File: src/sv/cfe_pkg.sv
// shared types and constants for the co2 sensor uart frame engine
// no dependencies; imported by every module of the block

package cfe_pkg;

	localparam int FRAME_BYTES = 9;
	localparam int BODY_BYTES  = FRAME_BYTES - 2;
	localparam int IDX_W       = $clog2(FRAME_BYTES + 1);
	localparam int QDEPTH      = 4;
	localparam int QPTR_W      = $clog2(QDEPTH);

	// request commands
	localparam logic [2:0] CMD_RX_BYTE  = 3'd0;
	localparam logic [2:0] CMD_READ     = 3'd1;
	localparam logic [2:0] CMD_ABC_ON   = 3'd2;
	localparam logic [2:0] CMD_ABC_OFF  = 3'd3;
	localparam logic [2:0] CMD_ZERO_CAL = 3'd4;
	localparam logic [2:0] CMD_SPAN_CAL = 3'd5;
	localparam logic [2:0] CMD_SET_RANGE = 3'd6;
	localparam logic [2:0] CMD_TICK     = 3'd7;

	// result kinds
	localparam logic [1:0] KIND_TX      = 2'd0;
	localparam logic [1:0] KIND_CHECKED = 2'd1;
	localparam logic [1:0] KIND_REFUSED = 2'd2;

	// frame bytes and opcodes
	localparam logic [7:0] HDR_START   = 8'hFF;
	localparam logic [7:0] HDR_SENSOR  = 8'h01;
	localparam logic [7:0] OP_READ     = 8'h86;
	localparam logic [7:0] OP_ABC      = 8'h79;
	localparam logic [7:0] ABC_ON_BYTE = 8'hA0;
	localparam logic [7:0] OP_ZERO     = 8'h87;
	localparam logic [7:0] OP_SPAN     = 8'h88;
	localparam logic [7:0] OP_RANGE    = 8'h99;

	localparam logic [15:0] SPAN_MIN = 16'd1000;
	localparam logic [15:0] SPAN_MAX = 16'd5000;

	localparam logic [31:0] PREHEAT_RESET = 32'd180000;

	// one queued job: a whole frame, a checked reply or a refusal
	typedef struct packed {
		logic [1:0]                      kind;
		logic [BODY_BYTES-1:0][7:0]      body;   // frame bytes 2..8
		logic                            reply_ok;
		logic [15:0]                     ppm;
		logic                            co2_valid;
	} job_t;

endpackage

File: src/sv/co2_sensor_uart_frame_engine.sv
// top level of the co2 sensor uart frame engine
// depends on cfe_pkg, cfe_front, cfe_queue and cfe_back

// Host side of a nine-byte uart sensor protocol. Requests come in on the
// slave stream with the command in tuser; a request becomes nine transmit
// bytes (0xFF, 0x01, opcode, five value bytes, negated-sum checksum), a refused
// read or span request becomes one refused result, and received bytes are
// gathered into a nine-byte reply that yields one checked result with the ppm
// value for a good read. The front end takes one input item per clock as long
// as its four-entry job queue has room; the back end sends a frame as nine
// byte results and any other result as a single one, so a stream of frame
// requests is limited by the byte serializer. Ticks and mid-reply bytes produce
// no result and never use queue space. preheat_ticks is to be written by the user
// through cfg_we/cfg_wdata while the block is idle; the block does not enforce it.

module co2_sensor_uart_frame_engine
	import cfe_pkg::*;
(
	input  logic        clk,
	input  logic        arst_n,
	// configuration: preheat_ticks
	input  logic        cfg_we,
	input  logic [31:0] cfg_wdata,
	// request stream
	input  logic        s_axis_tvalid,
	output logic        s_axis_tready,
	input  logic [23:0] s_axis_tdata,   // rx_byte[7:0], request_value[23:8]
	input  logic [2:0]  s_axis_tuser,   // command[2:0]
	// result stream
	output logic        m_axis_tvalid,
	input  logic        m_axis_tready,
	output logic [31:0] m_axis_tdata,   // tx_byte[7:0], reply_ok[8], co2_ppm[24:9],
	                                    // co2_valid[25], zero[31:26]
	output logic [1:0]  m_axis_tuser,   // result_kind[1:0]
	output logic        m_axis_tlast    // frame_last
);

	logic        in_fire;
	logic        push;
	job_t        push_job;
	job_t        head;
	logic        q_empty;
	logic        q_full;
	logic        pop;
	logic [25:0] out_data;

	// request accepted whenever the queue can take a job
	assign s_axis_tready = !q_full;
	assign in_fire       = s_axis_tvalid && s_axis_tready;

	cfe_front u_front (
		.clk           (clk),
		.arst_n        (arst_n),
		.cfg_we        (cfg_we),
		.cfg_wdata     (cfg_wdata),
		.in_fire       (in_fire),
		.command       (s_axis_tuser),
		.rx_byte       (s_axis_tdata[7:0]),
		.request_value (s_axis_tdata[23:8]),
		.push          (push),
		.push_job      (push_job)
	);

	cfe_queue u_queue (
		.clk      (clk),
		.arst_n   (arst_n),
		.push     (push),
		.push_job (push_job),
		.pop      (pop),
		.head     (head),
		.empty    (q_empty),
		.full     (q_full)
	);

	cfe_back u_back (
		.clk       (clk),
		.arst_n    (arst_n),
		.head      (head),
		.empty     (q_empty),
		.pop       (pop),
		.out_valid (m_axis_tvalid),
		.out_ready (m_axis_tready),
		.out_kind  (m_axis_tuser),
		.out_last  (m_axis_tlast),
		.out_data  (out_data)
	);

	assign m_axis_tdata = {6'd0, out_data};

	// queue never takes a job it has no room for
	a_no_overflow: assert property (@(posedge clk) disable iff (!arst_n)
		push |-> !q_full)
		else $error("job pushed into full queue");

	// last flag only on transmit bytes
	a_last_is_tx: assert property (@(posedge clk) disable iff (!arst_n)
		(m_axis_tvalid && m_axis_tlast) |-> (m_axis_tuser == KIND_TX))
		else $error("tlast on non-transmit result");

	// a ppm value is only reported on a good checked reply
	a_valid_ok: assert property (@(posedge clk) disable iff (!arst_n)
		(m_axis_tvalid && m_axis_tdata[25]) |->
			(m_axis_tdata[8] && m_axis_tuser == KIND_CHECKED))
		else $error("co2_valid without good checked reply");

	// nothing pops from an empty queue
	a_no_underflow: assert property (@(posedge clk) disable iff (!arst_n)
		pop |-> !q_empty)
		else $error("pop from empty queue");

endmodule

File: src/sv/cfe_front.sv
// front end: accepts request items, keeps warm-up and reply state, builds jobs
// depends on cfe_pkg

module cfe_front
	import cfe_pkg::*;
(
	input  logic        clk,
	input  logic        arst_n,
	input  logic        cfg_we,
	input  logic [31:0] cfg_wdata,
	input  logic        in_fire,
	input  logic [2:0]  command,
	input  logic [7:0]  rx_byte,
	input  logic [15:0] request_value,
	output logic        push,
	output job_t        push_job
);

	logic [31:0]      preheat_q;
	logic [31:0]      tick_count_q;
	logic             warm_q;
	logic             awaiting_q;
	logic             is_read_q;
	logic [7:0]       exp_op_q;
	logic [IDX_W-1:0] rx_idx_q;
	logic [7:0]       rx_sum_q;
	logic             hdr_good_q;
	logic [7:0]       ppm_hi_q;
	logic [7:0]       ppm_lo_q;

	logic             warm_now;
	logic             send_frame;
	logic             refuse;
	logic             reply_done;
	logic [BODY_BYTES-1:0][7:0] body;
	logic [7:0]       csum;
	logic             reply_ok;

	assign warm_now = warm_q || (tick_count_q > preheat_q);

	always_comb begin
		body       = '0;
		send_frame = 1'b0;
		refuse     = 1'b0;
		unique case (command)
			CMD_READ: begin
				body[0] = OP_READ;
				send_frame = warm_now;
				refuse = !warm_now;
			end
			CMD_ABC_ON: begin
				body[0] = OP_ABC;
				body[1] = ABC_ON_BYTE;
				send_frame = 1'b1;
			end
			CMD_ABC_OFF: begin
				body[0] = OP_ABC;
				send_frame = 1'b1;
			end
			CMD_ZERO_CAL: begin
				body[0] = OP_ZERO;
				send_frame = 1'b1;
			end
			CMD_SPAN_CAL: begin
				body[0] = OP_SPAN;
				body[1] = request_value[15:8];
				body[2] = request_value[7:0];
				refuse = (request_value < SPAN_MIN) || (request_value > SPAN_MAX);
				send_frame = !refuse;
			end
			CMD_SET_RANGE: begin
				body[0] = OP_RANGE;
				body[4] = request_value[15:8];
				body[5] = request_value[7:0];
				send_frame = 1'b1;
			end
			default: ;
		endcase
		// checksum is the negated sum of frame bytes 1 to 7
		csum = 8'(0 - (HDR_SENSOR + body[0] + body[1] + body[2] + body[3]
			+ body[4] + body[5]));
		body[BODY_BYTES-1] = csum;
	end

	assign reply_done = (command == CMD_RX_BYTE) && awaiting_q
		&& (rx_idx_q == IDX_W'(FRAME_BYTES - 1));
	assign reply_ok = hdr_good_q && (rx_byte == 8'(0 - rx_sum_q));

	always_comb begin
		push_job = '0;
		if (reply_done) begin
			push_job.kind      = KIND_CHECKED;
			push_job.reply_ok  = reply_ok;
			push_job.co2_valid = reply_ok && is_read_q;
			push_job.ppm       = (reply_ok && is_read_q) ? {ppm_hi_q, ppm_lo_q} : 16'd0;
		end else if (refuse) begin
			push_job.kind = KIND_REFUSED;
		end else begin
			push_job.kind = KIND_TX;
			push_job.body = body;
		end
	end

	assign push = in_fire && (reply_done || refuse || send_frame);

	always_ff @(posedge clk or negedge arst_n) begin
		if (!arst_n) begin
			preheat_q    <= PREHEAT_RESET;
			tick_count_q <= '0;
			warm_q       <= 1'b0;
			awaiting_q   <= 1'b0;
			is_read_q    <= 1'b0;
			exp_op_q     <= '0;
			rx_idx_q     <= '0;
			rx_sum_q     <= '0;
			hdr_good_q   <= 1'b0;
			ppm_hi_q     <= '0;
			ppm_lo_q     <= '0;
		end else begin
			if (cfg_we) begin
				preheat_q <= cfg_wdata;
			end
			if (in_fire) begin
				if (command == CMD_TICK) begin
					if (tick_count_q != '1) begin
						tick_count_q <= tick_count_q + 32'd1;
					end
				end
				if (command == CMD_READ) begin
					warm_q <= warm_now;
				end
				if (send_frame) begin
					awaiting_q <= 1'b1;
					is_read_q  <= (command == CMD_READ);
					exp_op_q   <= body[0];
					rx_idx_q   <= '0;
					rx_sum_q   <= '0;
					hdr_good_q <= 1'b0;
					ppm_hi_q   <= '0;
					ppm_lo_q   <= '0;
				end else if (command == CMD_RX_BYTE && awaiting_q) begin
					if (reply_done) begin
						awaiting_q <= 1'b0;
						rx_idx_q   <= '0;
						rx_sum_q   <= '0;
					end else begin
						rx_idx_q <= rx_idx_q + IDX_W'(1);
						if (rx_idx_q == '0) begin
							hdr_good_q <= (rx_byte == HDR_START);
						end else begin
							rx_sum_q <= rx_sum_q + rx_byte;
							if (rx_idx_q == IDX_W'(1)) begin
								hdr_good_q <= hdr_good_q && (rx_byte == exp_op_q);
							end
							if (rx_idx_q == IDX_W'(2)) begin
								ppm_hi_q <= rx_byte;
							end
							if (rx_idx_q == IDX_W'(3)) begin
								ppm_lo_q <= rx_byte;
							end
						end
					end
				end
			end
		end
	end

endmodule

File: src/sv/cfe_queue.sv
// short job queue between front and back end
// depends on cfe_pkg

module cfe_queue
	import cfe_pkg::*;
(
	input  logic  clk,
	input  logic  arst_n,
	input  logic  push,
	input  job_t  push_job,
	input  logic  pop,
	output job_t  head,
	output logic  empty,
	output logic  full
);

	job_t              slot_q [QDEPTH];
	logic [QPTR_W-1:0] wr_ptr_q;
	logic [QPTR_W-1:0] rd_ptr_q;
	logic [QPTR_W:0]   count_q;

	assign empty = (count_q == '0);
	assign full  = (count_q == (QPTR_W+1)'(QDEPTH));
	assign head  = slot_q[rd_ptr_q];

	always_ff @(posedge clk) begin
		if (push) begin
			slot_q[wr_ptr_q] <= push_job;
		end
	end

	always_ff @(posedge clk or negedge arst_n) begin
		if (!arst_n) begin
			wr_ptr_q <= '0;
			rd_ptr_q <= '0;
			count_q  <= '0;
		end else begin
			if (push) begin
				wr_ptr_q <= wr_ptr_q + QPTR_W'(1);
			end
			if (pop) begin
				rd_ptr_q <= rd_ptr_q + QPTR_W'(1);
			end
			if (push && !pop) begin
				count_q <= count_q + (QPTR_W+1)'(1);
			end else if (pop && !push) begin
				count_q <= count_q - (QPTR_W+1)'(1);
			end
		end
	end

endmodule

File: src/sv/cfe_back.sv
// back end: serializes queued jobs into result items behind an output register
// depends on cfe_pkg

module cfe_back
	import cfe_pkg::*;
(
	input  logic        clk,
	input  logic        arst_n,
	input  job_t        head,
	input  logic        empty,
	output logic        pop,
	output logic        out_valid,
	input  logic        out_ready,
	output logic [1:0]  out_kind,
	output logic        out_last,
	output logic [25:0] out_data
);

	job_t             job_q;
	logic             busy_q;
	logic [IDX_W-1:0] idx_q;
	logic             valid_q;
	logic [1:0]       kind_q;
	logic             last_q;
	logic [25:0]      data_q;

	logic             out_free;
	logic [7:0]       cur_byte;
	logic [2:0]       body_sel;

	assign out_free = !valid_q || out_ready;
	assign pop      = out_free && !busy_q && !empty;
	assign body_sel = 3'(idx_q - IDX_W'(2));

	always_comb begin
		if (idx_q == IDX_W'(1)) begin
			cur_byte = HDR_SENSOR;
		end else begin
			cur_byte = job_q.body[body_sel];
		end
	end

	always_ff @(posedge clk) begin
		if (pop) begin
			job_q <= head;
		end
		if (out_free) begin
			if (busy_q) begin
				kind_q <= KIND_TX;
				last_q <= (idx_q == IDX_W'(FRAME_BYTES - 1));
				data_q <= {18'd0, cur_byte};
			end else if (head.kind == KIND_TX) begin
				kind_q <= KIND_TX;
				last_q <= 1'b0;
				data_q <= {18'd0, HDR_START};
			end else begin
				kind_q <= head.kind;
				last_q <= 1'b0;
				data_q <= {head.co2_valid, head.ppm, head.reply_ok, 8'd0};
			end
		end
	end

	always_ff @(posedge clk or negedge arst_n) begin
		if (!arst_n) begin
			busy_q  <= 1'b0;
			idx_q   <= '0;
			valid_q <= 1'b0;
		end else if (out_free) begin
			if (busy_q) begin
				valid_q <= 1'b1;
				if (idx_q == IDX_W'(FRAME_BYTES - 1)) begin
					busy_q <= 1'b0;
				end
				idx_q <= idx_q + IDX_W'(1);
			end else if (!empty) begin
				valid_q <= 1'b1;
				busy_q  <= (head.kind == KIND_TX);
				idx_q   <= IDX_W'(1);
			end else begin
				valid_q <= 1'b0;
			end
		end
	end

	assign out_valid = valid_q;
	assign out_kind  = kind_q;
	assign out_last  = last_q;
	assign out_data  = data_q;

endmodule
File: config.mk
export PLATFORM = sky130hd
export DESIGN_NAME = co2_sensor_uart_frame_engine
export DESIGN_NICKNAME = d
export VERILOG_FILES = /design/src/sv/cfe_pkg.sv /design/src/sv/co2_sensor_uart_frame_engine.sv /design/src/sv/cfe_front.sv /design/src/sv/cfe_queue.sv /design/src/sv/cfe_back.sv
export SDC_FILE = /design/constraint.sdc
export NUM_CORES = 1
export LEC_CHECK = 0
export BUFFER_PORTS_ARGS = -buffer_cell sky130_fd_sc_hd__buf_2
export CORE_MARGIN = 3
export CORE_UTILIZATION = 40
export DETAILED_ROUTE_END_ITERATION = 8
export GPL_TIMING_DRIVEN = 0
export SLEW_MARGIN = 20
export SYNTH_ARGS = -nofsm -noshare
export SYNTH_HDL_FRONTEND = slang
export SYNTH_HIERARCHICAL = 1
export SYNTH_SLANG_ARGS = --single-unit
File: constraint.sdc
create_clock -name clk -period 17.83 [get_ports clk]
set_input_delay 0.8915 -clock clk [delete_from_list [all_inputs] [get_ports clk]]
set_output_delay 0.8915 -clock clk [all_outputs]
set_load 0.01 [all_outputs]
==> results.yml, run 1 <==
run:
  max-cap-violations: 0
sta:
  maxSlewViolCount: 0
  setup_violations: 0
  fin_ws_ps: 12220
  hold_ws_ps: 144
  fmax_mhz: 178
  timing.final.crit_share: 0.314
  tightestPinTransition_ps: 997
  slew-limit-headroom: 0.330
  finalHoldViolations: 0
  finalCriticalPeriod_ps: 5610
  rsz0062_at_grt: "false"
  finClkSkew_ps: 19.5
  fin_tns_setup_ps: 0
clocking:
  clock_latency_ps: 610
  cts.sinks: 504
  numCtsBuffers: 52
  clockBufferDepth: 3
  cts_root_buffer: "clkbuf_16"
  holdBufCountCts: 0
  cts_tree: "done"
  clkTransAtPathRegs_ps: 60
  htreeDepth: 2
  post_cts_buffers: 0
  cts_resized: 0
yosys:
  synth_enable_flop_cells: 389
  synth_cells: 1496
  synth_seq_area_share: 0.647
  syn-mean-instance-area_sq_um: 15.1
  ys_ff_latch: 504
  ys_warn_count: 6
  syn-cell-area_sq_um: 22500
  synth_ff_type: "edfxtp_1"
  yosysUniqueCellTypes: 80
  synth_async_sr_flop_share: 0.228
route:
  drc: 0
  vias: 12703
  routedWlPerCell_um: 20.0
  drtIter0Drc: 853
  final_antenna_net_count: 0
  viasPerCell: 5.17
  first_pass_iters: 5
  totalWireLength_mm: 49.1
global_routing:
  antenna_found_initial: 5
  grt_usage: 0.169
  grt_pass1_vias: 13320
  grt_max_degree: 93
  grt_pass1_wl_mm: 77.2
  overflow: 0
worst_setup_path:
  r2r_start: "u_front/preheat_q[13]"
  reg2reg_slack_ps: 13390
  path_max_fanout: 10
  r2r_end: "u_queue/slot_q[3][56]"
  critPathCaptureType: "register"
  reg2regPathDepth: 11
  timing.critical_path.required_ps: 18200
  worstPathArrival_ps: 5970
  start_kind: "input port"
  critPathKind: "in2reg"
run_status:
  status: "complete, no violations"
final_layout:
  drive_above_1_share: 0.206
  final_nets: 1816
  fin_util: 0.466
  areaGrowthSynthToFinish_pct: 14.6
place:
  routabilityCongestion: 0.846
  port_buffers: 91
  dp_hpwl_mm: 33.9
  preCtsSetupSlack_ps: 11720
pwr:
  peakVddDrop_mv: 0.0826
  p_leak_nw: 9.85
  powerDensity_nw_per_um2: 139
  power.total_mw: 3.59
min_path:
  holdCritPathClass: "in2async"
floorplan:
  die_h_um: 243
  die_area_sq_um: 59200
  io_pins: 101
  initial_core_util: 0.406
  rows: 86
  die_x_um: 243
  core-area_sq_um: 55400
-- cell usage in the layout (no fill, tap or decap), types with 16 or more instances in the layout --
cell / count
a21oi_1: 26
ha_1: 62
buf_4: 29
mux4_2: 82
dfrtp_1: 106
and3_1: 36
clkbuf_16: 53
nor2b_1: 16
and2_1: 51
nand2_1: 127
nand4_1: 24
xor2_1: 24
xnor2_1: 39
clkbuf_1: 41
o21ai_0: 56
fa_1: 22
nor3_1: 18
edfxtp_1: 389
buf_2: 101
nor2_1: 60
inv_1: 90
nand3_1: 28
-- worst max path at each step --
stage | slack (ps) | endpoint | startpoint
CTS | 12360 | u_queue/slot_q[1][72] | s_axis_tuser[1]
global route | 11980 | u_queue/slot_q[0][72] | s_axis_tuser[1]
global placement | 8390 | u_queue/count_q[1] | m_axis_tready
finish | 12220 | u_queue/slot_q[1][72] | s_axis_tuser[1]
detailed placement | 11720 | u_queue/slot_q[1][72] | s_axis_tuser[1]
floorplan | 11470 | u_queue/count_q[1] | m_axis_tready
-- registers in the layout (all words and copies together) (netlist names), 2 cells and up --
register and flops:
u_back/idx_q 4, u_back/job_q 56, u_back/out_data 26, u_back/out_kind 2
u_front/exp_op_q 6, u_front/ppm_hi_q 8, u_front/ppm_lo_q 8, u_front/preheat_q 32
u_front/rx_idx_q 4, u_front/rx_sum_q 8, u_front/tick_count_q 32, u_queue/count_q 3
u_queue/rd_ptr_q 2, u_queue/slot_q 304, u_queue/wr_ptr_q 2
-- through the flow --
stage	instance area, sq um	cells
after floorplan	22600	1509
after global placement	24000	2348
after detailed placement	24200	2362
after CTS	25800	2457
after global routing	25800	2457
final	25800	2459
-- synthesized netlist by cell type (all sizes together) (4+ instances only) --
master,instances,share of area
xnor2,39,0.015
nand4,24,0.0067
inv,92,0.015
nor3,21,0.0051
mux2,9,0.0050
mux4,83,0.083
a31oi,6,0.0019
nor2,60,0.010
o21a,4,0.0017
and3,36,0.010
nor4,5,0.0021
dfstp,9,0.011
clkbuf,25,0.0042
nor2b,16,0.0044
and2,56,0.016
mux2i,11,0.0049
edfxtp,389,0.52
a21o,14,0.0047
xor2,24,0.0093
dfrtp,106,0.12
nor3b,4,0.0013
o31ai,14,0.0055
fa,22,0.020
a21oi,26,0.0058
ha,62,0.034
o21ai,73,0.018
nand2,127,0.021
buf,49,0.018
nand2b,10,0.0028
nand3,29,0.0067
a311oi,10,0.0042
-- per-layer routing --
layer,share of wire,vias to the layer above,GRT usage
met5,0.00096,-,0
met2,0.48,322,0.276
li1,-,5897,-
met1,0.43,6401,0.228
met4,0.027,6,0.0552
met3,0.062,77,0.0342
-- kinds of logic (layout without fill, tap and decap cells) --
logic type / count (synthesis) / count (layout) / share of synthesized area
multiplexers: 103 / 103 / 0.0931
other: 2 / 17 / 0.000334
buffers and inverters: 166 / 366 / 0.0372
XOR/XNOR: 63 / 63 / 0.0245
AND/OR/NAND/NOR: 397 / 397 / 0.0890
flip-flops: 504 / 504 / 0.647
AO/OA/AOI/OAI: 177 / 177 / 0.0547
adder cells (fa/ha/maj): 84 / 84 / 0.0540
-- report_power, final --
part	total [mW]	internal [mW]	switching, mW
Combinational	0.972	0.435	0.537
Sequential	1.60	1.52	0.0822
Clock	1.02	0.576	0.442
Total	3.59	2.53	1.06
-- worst max-delay path, stage by stage --
cell and delay, ps:
buf_2 110, clkbuf_1 230, nor2b_1 410, and2_1 190, clkbuf_1 340, clkbuf_1 380, nand2_1 160, fa_1 530
inv_1 60, fa_1 510, fa_1 560, inv_1 70, fa_1 430, a21o_1 170, a21o_1 190, a21o_1 170
a21oi_1 160, xor2_1 100, nor2_1 310
-- layout make-up --
type                       count  area (sq um)
antenna                        2          5.00
buffer                        74           493
fill                        4833         29600
inverter                      92           345
clock inverter                26           196
sequential                   504         14600
timing repair buffer         105           703
multi-input combinational    839          7170
clock buffer                  69          1390
tap                          748           936
Power figures use the tool's default switching activity.
==> inputs of run 2 (changes only) <==
Clock period 17.83 ns to 5 ns, I/O delays scaled along.
==> run 2 against run 1 <==
Compared with the run above:
- final cell count up 1.6%
- non-clock buffer count grew 37
- highest routed layer unchanged
- sequential share of layout area fell by 1.2 points
- die area unchanged
- via count up 1.4%
- critical path depth unchanged
==> results.yml, run 2 (same netlist as run 1, synthesis figures left out) <==
run_status:
  status: "complete, no violations"
pwr:
  power.total_mw: 13.1
  peakVddDrop_mv: 0.322
  powerDensity_nw_per_um2: 498
  p_leak_nw: 10.1
route:
  viasPerCell: 5.16
  first_pass_iters: 5
  routedWlPerCell_um: 19.7
  totalWireLength_mm: 49.1
  vias: 12881
  drtIter0Drc: 790
  final_antenna_net_count: 0
  drc: 0
floorplan:
  core-area_sq_um: 55400
  initial_core_util: 0.406
  die_h_um: 243
  die_x_um: 243
  die_area_sq_um: 59200
  rows: 86
  io_pins: 101
global_routing:
  overflow: 0
  grt_max_degree: 86
  grt_usage: 0.170
  grt_pass1_vias: 13460
  grt_pass1_wl_mm: 77.4
  antenna_found_initial: 3
worst_setup_path:
  r2r_end: "u_queue/slot_q[3][55]"
  r2r_start: "u_front/preheat_q[13]"
  cp_num_buf_inv: 6
  cp_cell_sequence: "buf_2 -> clkbuf_1 -> nor2b_2 -> and2_1 -> clkbuf_1 -> clkbuf_2 -> nand2_1 -> fa_1 -> inv_1 -> fa_1 -> fa_1 -> inv_1 -> fa_1 -> a21o_1 -> a21o_1 -> a21o_1 -> a21oi_1 -> xor2_1 -> nor2_1"
  start_kind: "input port"
  reg2reg_slack_ps: 620
  timing.critical_path.required_ps: 5350
  worstPathArrival_ps: 5070
  reg2regPathDepth: 11
  critPathKind: "in2reg"
  critical_path.top_delay_family: "adder cells"
  path_max_fanout: 10
  critPathCaptureType: "register"
  cpPeakStageDelay_ps: 540
  slowest_stage: "fa_1"
  path_common_cell: "fa_1"
clocking:
  clockBufferDepth: 3
  cts.sinks: 504
  cts_tree: "done"
  clkTransAtPathRegs_ps: 60
  numCtsBuffers: 52
  cts_root_buffer: "clkbuf_16"
  htreeDepth: 2
  clock_latency_ps: 610
min_path:
  holdCritPathClass: "in2async"
run:
  max-cap-violations: 0
final_layout:
  top_register: "u_queue/slot_q"
  final_nets: 1853
  reg_top3: "u_queue/slot_q: 304 flops, u_back/job_q: 56 flops"
  largest_register_ff_count: 304
  layout_commonest_cell: "edfxtp_1"
  fin_area_sq_um: 26400
  drive_above_1_share: 0.212
  layout_common_cells: "389 x edfxtp_1, 127 x nand2_1, 106 x dfrtp_1"
  stdcell_count: 2498
  areaGrowthSynthToFinish_pct: 17.1
  fin_util: 0.476
place:
  preCtsSetupSlack_ps: -460
  place_area_sq_um: 24200
  port_buffers: 91
  dp.cells: 2359
  dp_hpwl_mm: 33.5
  routabilityCongestion: 0.831
sta:
  finalCriticalPeriod_ps: 4720
  rsz0062_at_grt: "false"
  timing.final.crit_share: 0.944
  fin_ws_ps: 280
  finClkSkew_ps: 21.2
  slew-limit-headroom: 0.431
  maxSlewViolCount: 0
  setup_violations: 0
  tightestPinTransition_ps: 846
  fin_tns_setup_ps: 0
  fmax_mhz: 212
  hold_ws_ps: 98.1
  finalHoldViolations: 0
-- run 2: changes by cell type in the layout (fill, tap and decap cells not counted), sizes merged --
| cell | previous run | this run |
|---|---|---|
| buf | 154 | 151 |
| bufinv | 2 | 4 |
| clkinv | 21 | 19 |
| clkinvlp | 0 | 3 |
| diode | 2 | 1 |
| dlygate4sd3 | 0 | 40 |
-- run 2: per-layer routing --
metal / GRT usage / up-vias / part of all wire
li1: - / 5954 / -
met5: 0 / - / 0.00069
met4: 0.0566 / 6 / 0.027
met2: 0.280 / 326 / 0.48
met1: 0.230 / 6519 / 0.44
met3: 0.0291 / 76 / 0.055
-- run 2: worst max-delay path by stage --
stage                                  endpoint                  start  slack [ps]  cells past startpoint
after floorplan            u_queue/slot_q[0][0]  u_front/preheat_q[13]         160                     10
after global placement    u_queue/slot_q[2][57]  u_front/preheat_q[13]       -1820                     10
after detailed placement  u_queue/slot_q[3][72]        s_axis_tuser[1]        -460                     19
after CTS                 u_queue/slot_q[1][71]        s_axis_tuser[1]         190                     17
after global routing      u_queue/slot_q[3][72]        s_axis_tuser[1]          60                     19
final                     u_queue/slot_q[3][72]        s_axis_tuser[1]         280                     19
-- run 2: final cells by class --
type	count	area, sq um
timing repair buffer	142	1090
clock buffer	69	1450
antenna	1	2.50
sequential	504	14600
clock inverter	29	294
buffer	74	494
fill	4827	29000
multi-input combinational	839	7190
inverter	92	345
tap	748	936
-- run 2: worst reg2reg max path: stages (launching register included) --
cell and delay, ps:
dfstp_2 520, inv_1 60, ha_1 300, a21o_1 180
a21o_1 180, a221o_1 310, o31a_1 340, o21a_4 250
o31ai_4 490, o31a_1 420, and2_4 630, buf_16 340
-- run 2: power by group --
group	total, mW	internal, mW	switching [mW]
registers	5.72	5.43	0.295
clock network	3.90	2.26	1.64
logic	3.50	1.58	1.92
-- run 2: timing repair --
action / 4_1_cts / 5_1_grt
hold buffers: 40 / 0
endpoints found under the hold margin: 152 / 0
buffers inserted: 0 / 0
gates resized for setup: 0 / 5
endpoints found under the setup margin: 0 / 12
==> inputs of run 3 (changes only) <==
Settings changed: ABC_AREA set to 1.
==> run 3 against run 2 <==
Compared with the run above:
- wire length increased by 19%
- die area increased by 7.0%
- clock-buffer cell count decreased by 6
- area after synthesis increased by 7.2%
- final area increased by 5.9%
- final cell count increased by 33%
- non-clock buffer count increased by 23
- combinational power increased by 32%
- power increased by 10%
- largest cell class unchanged
- clock skew increased by 1.9 ps
- critical endpoint unchanged
==> results.yml, run 3 <==
final_layout:
  reg_top3: "u_queue/slot_q: 304 flops, u_back/job_q: 56 flops"
  layout_commonest_cell: "nand2_1"
  areaGrowthSynthToFinish_pct: 15.7
  top_register: "u_queue/slot_q"
  stdcell_count: 3329
  drive_above_1_share: 0.137
  final_nets: 2659
  largest_register_ff_count: 304
  layout_common_cells: "533 x nand2_1, 389 x edfxtp_1, 346 x inv_1"
route:
  routedWlPerCell_um: 17.6
  met3_length_mm: 4.16
  final_antenna_net_count: 0
  drtIter0Drc: 1162
  wl_met2_mm: 27.6
  highest_layer: "met5"
  totalWireLength_mm: 58.4
  wl_met1_mm: 25.0
  viasPerCell: 4.98
  vias: 16574
  first_pass_iters: 7
  drc: 0
place:
  port_buffers: 92
  dp_hpwl_mm: 40.7
  dp.cells: 3196
  routabilityCongestion: 0.904
floorplan:
  die_h_um: 252
  io_pins: 101
  initial_core_util: 0.407
  die_x_um: 252
  die_area_sq_um: 63300
  core-area_sq_um: 59400
  rows: 89
yosys:
  synth_ff_type: "edfxtp_1"
  syn-cell-area_sq_um: 24100
  synth_enable_flop_cells: 389
  ys_ff_latch: 504
  yosysMostFrequentCell: "nand2_1"
  netlist_top_cells_count: "534 x nand2_1, 389 x edfxtp_1, 350 x inv_1"
  syn-mean-instance-area_sq_um: 10.4
  synth_top_area_frac: 0.484
  synth_async_sr_flop_share: 0.228
  synth_top_area_cell: "edfxtp_1"
  synth_seq_area_share: 0.604
  netlist_top_cells_area: "edfxtp_1 48%, dfrtp_1 11%, nand2_1 8.3%"
  yosysUniqueCellTypes: 57
  ys_warn_count: 6
  synth_cells: 2311
clocking:
  numCtsBuffers: 53
  clkTransAtPathRegs_ps: 60
  clock_latency_ps: 620
  cts.sinks: 504
  clockBufferDepth: 3
  cts_resized: 0
  cts_root_buffer: "clkbuf_16"
  post_cts_buffers: 0
  cts_tree: "done"
  htreeDepth: 2
worst_setup_path:
  path_max_fanout: 10
  worstPathArrival_ps: 4720
  critPathCaptureType: "register"
  critPathKind: "in2reg"
  start_kind: "input port"
  timing.critical_path.required_ps: 5350
pwr:
  pwr-share-clk: 0.275
  comb_power_share: 0.320
  peakVddDrop_mv: 0.307
  swShare: 0.350
  intPower_mw: 9.39
  powerDensity_nw_per_um2: 517
  seqPwrFrac: 0.405
  switchingPower_mw: 5.05
  p_leak_nw: 12.1
sta:
  slew-limit-headroom: 0.356
  fin_tns_setup_ps: 0
  timing.final.crit_share: 0.874
  rsz0062_at_grt: "false"
  maxSlewViolCount: 0
  finalHoldViolations: 0
  finalCriticalPeriod_ps: 4370
  tightestPinTransition_ps: 959
  finClkSkew_ps: 23.1
  fmax_mhz: 229
  setup_violations: 0
run_status:
  status: "complete, no violations"
min_path:
  holdCritPathClass: "in2reg"
global_routing:
  grt_pass1_vias: 16429
  antenna_found_initial: 4
  grt_pass1_wl_mm: 91.1
  overflow: 0
  grt_max_degree: 63
  grt_usage: 0.185
run:
  max-cap-violations: 0
==> run 3: cell types whose count changed after synthesis, sizes merged, moves of 23 or more <==
| cell | delta |
|---|---|
| nand2 | +413 |
| inv | +275 |
| o211ai | +151 |
| nor2 | +142 |
| mux4 | -83 |
| and2 | -55 |
| nand3 | +52 |
| buf | +39 |
| and3 | -36 |
| xnor2 | -23 |
==> run 3: cell type report <==
type	instances	area [sq um]
clock buffer	63	1380
buffer	107	726
tap	773	967
fill	5421	31400
antenna	2	5.00
inverter	368	1410
sequential	504	14600
clock inverter	35	368
multi-input combinational	1345	7510
timing repair buffer	132	982
==> run 3: path summary, 6_finish.rpt <==
path / from / to / slack (ps) / cells past startpoint
setup reg to reg: u_front/preheat_q[15] / u_queue/slot_q[1][69] / 1050 / 21
min in group asynchronous: arst_n / u_back/idx_q[2] / 160 / 2
hold reg to reg: u_front/hdr_good_q / u_front/hdr_good_q / 490 / 2
hold / removal: s_axis_tdata[7] / u_front/ppm_hi_q[7] / 40 / 5
max in group asynchronous: arst_n / u_front/preheat_q[8] / 3970 / 3
setup / recovery: s_axis_tuser[0] / u_queue/slot_q[3][72] / 630 / 22
==> run 3: cell families after synthesis <==
logic type                 share of synthesized area
and+or+nand+nor                                0.158
other                                       0.000311
adders and majority gates                     0.0504
DFF                                            0.604
xor gates and xnor gates                      0.0203
AOI/OAI and AO/OA                             0.0793
buffers and inverters                         0.0876
muxes                                       0.000467
==> run 3: per-layer routing <==
metal | vias to the layer above | track usage
met5 | - | 0
met4 | 2 | 0.0598
met3 | 99 | 0.0372
met2 | 490 | 0.308
met1 | 7944 | 0.244
li1 | 8039 | -
==> run 3: critical path, cell delays in order <==
cell and delay (ps):
buf_2 140, inv_2 60, nand3_1 260, clkbuf_1 460, inv_1 90, nor2_1 290, inv_1 140, nor2_1 250
a21oi_1 80, ha_1 290, inv_1 50, fa_1 500, fa_1 540, inv_1 40, ha_1 320, inv_1 70
o31ai_1 310, and2_1 200, o21ai_0 80, nand2_1 80, xor2_1 140, nor2_1 90
==> run 3: metrics by stage <==
stage | cell area [sq um] | hold WS [ps] | total power, mW | util | setup WS [ps]
after floorplan | 24200 | -45.6 | 8.97 | - | 854
after global placement | 25600 | 460 | 10.4 | 0.432 | -1210
after detailed placement | 25800 | 264 | 10.5 | 0.435 | 55.0
after CTS | 27900 | 4.32 | 14.6 | 0.470 | 693
after global routing | 27900 | 46.8 | 15.3 | 0.470 | 242
final | 27900 | 43.9 | 14.4 | 0.470 | 628
==> run 3: power by group through the flow <==
| stage | clock (mW) | combinational, mW | sequential, mW |
|---|---|---|---|
| 3_3_place_gp | 0 | 4.46 | 5.97 |
| 4_1_cts | 4.07 | 4.65 | 5.86 |
| 3_5_place_dp | 0 | 4.61 | 5.94 |
| 5_1_grt | 4.25 | 5.16 | 5.92 |
| 2_1_floorplan | 0 | 3.06 | 5.90 |
| 6_report | 3.98 | 4.62 | 5.85 |
==> run 3: what timing repair did <==
item,in CTS,in global routing
hold buffers,33,0
setup endpoints to repair,0,0
endpoints found under the hold margin,92,0
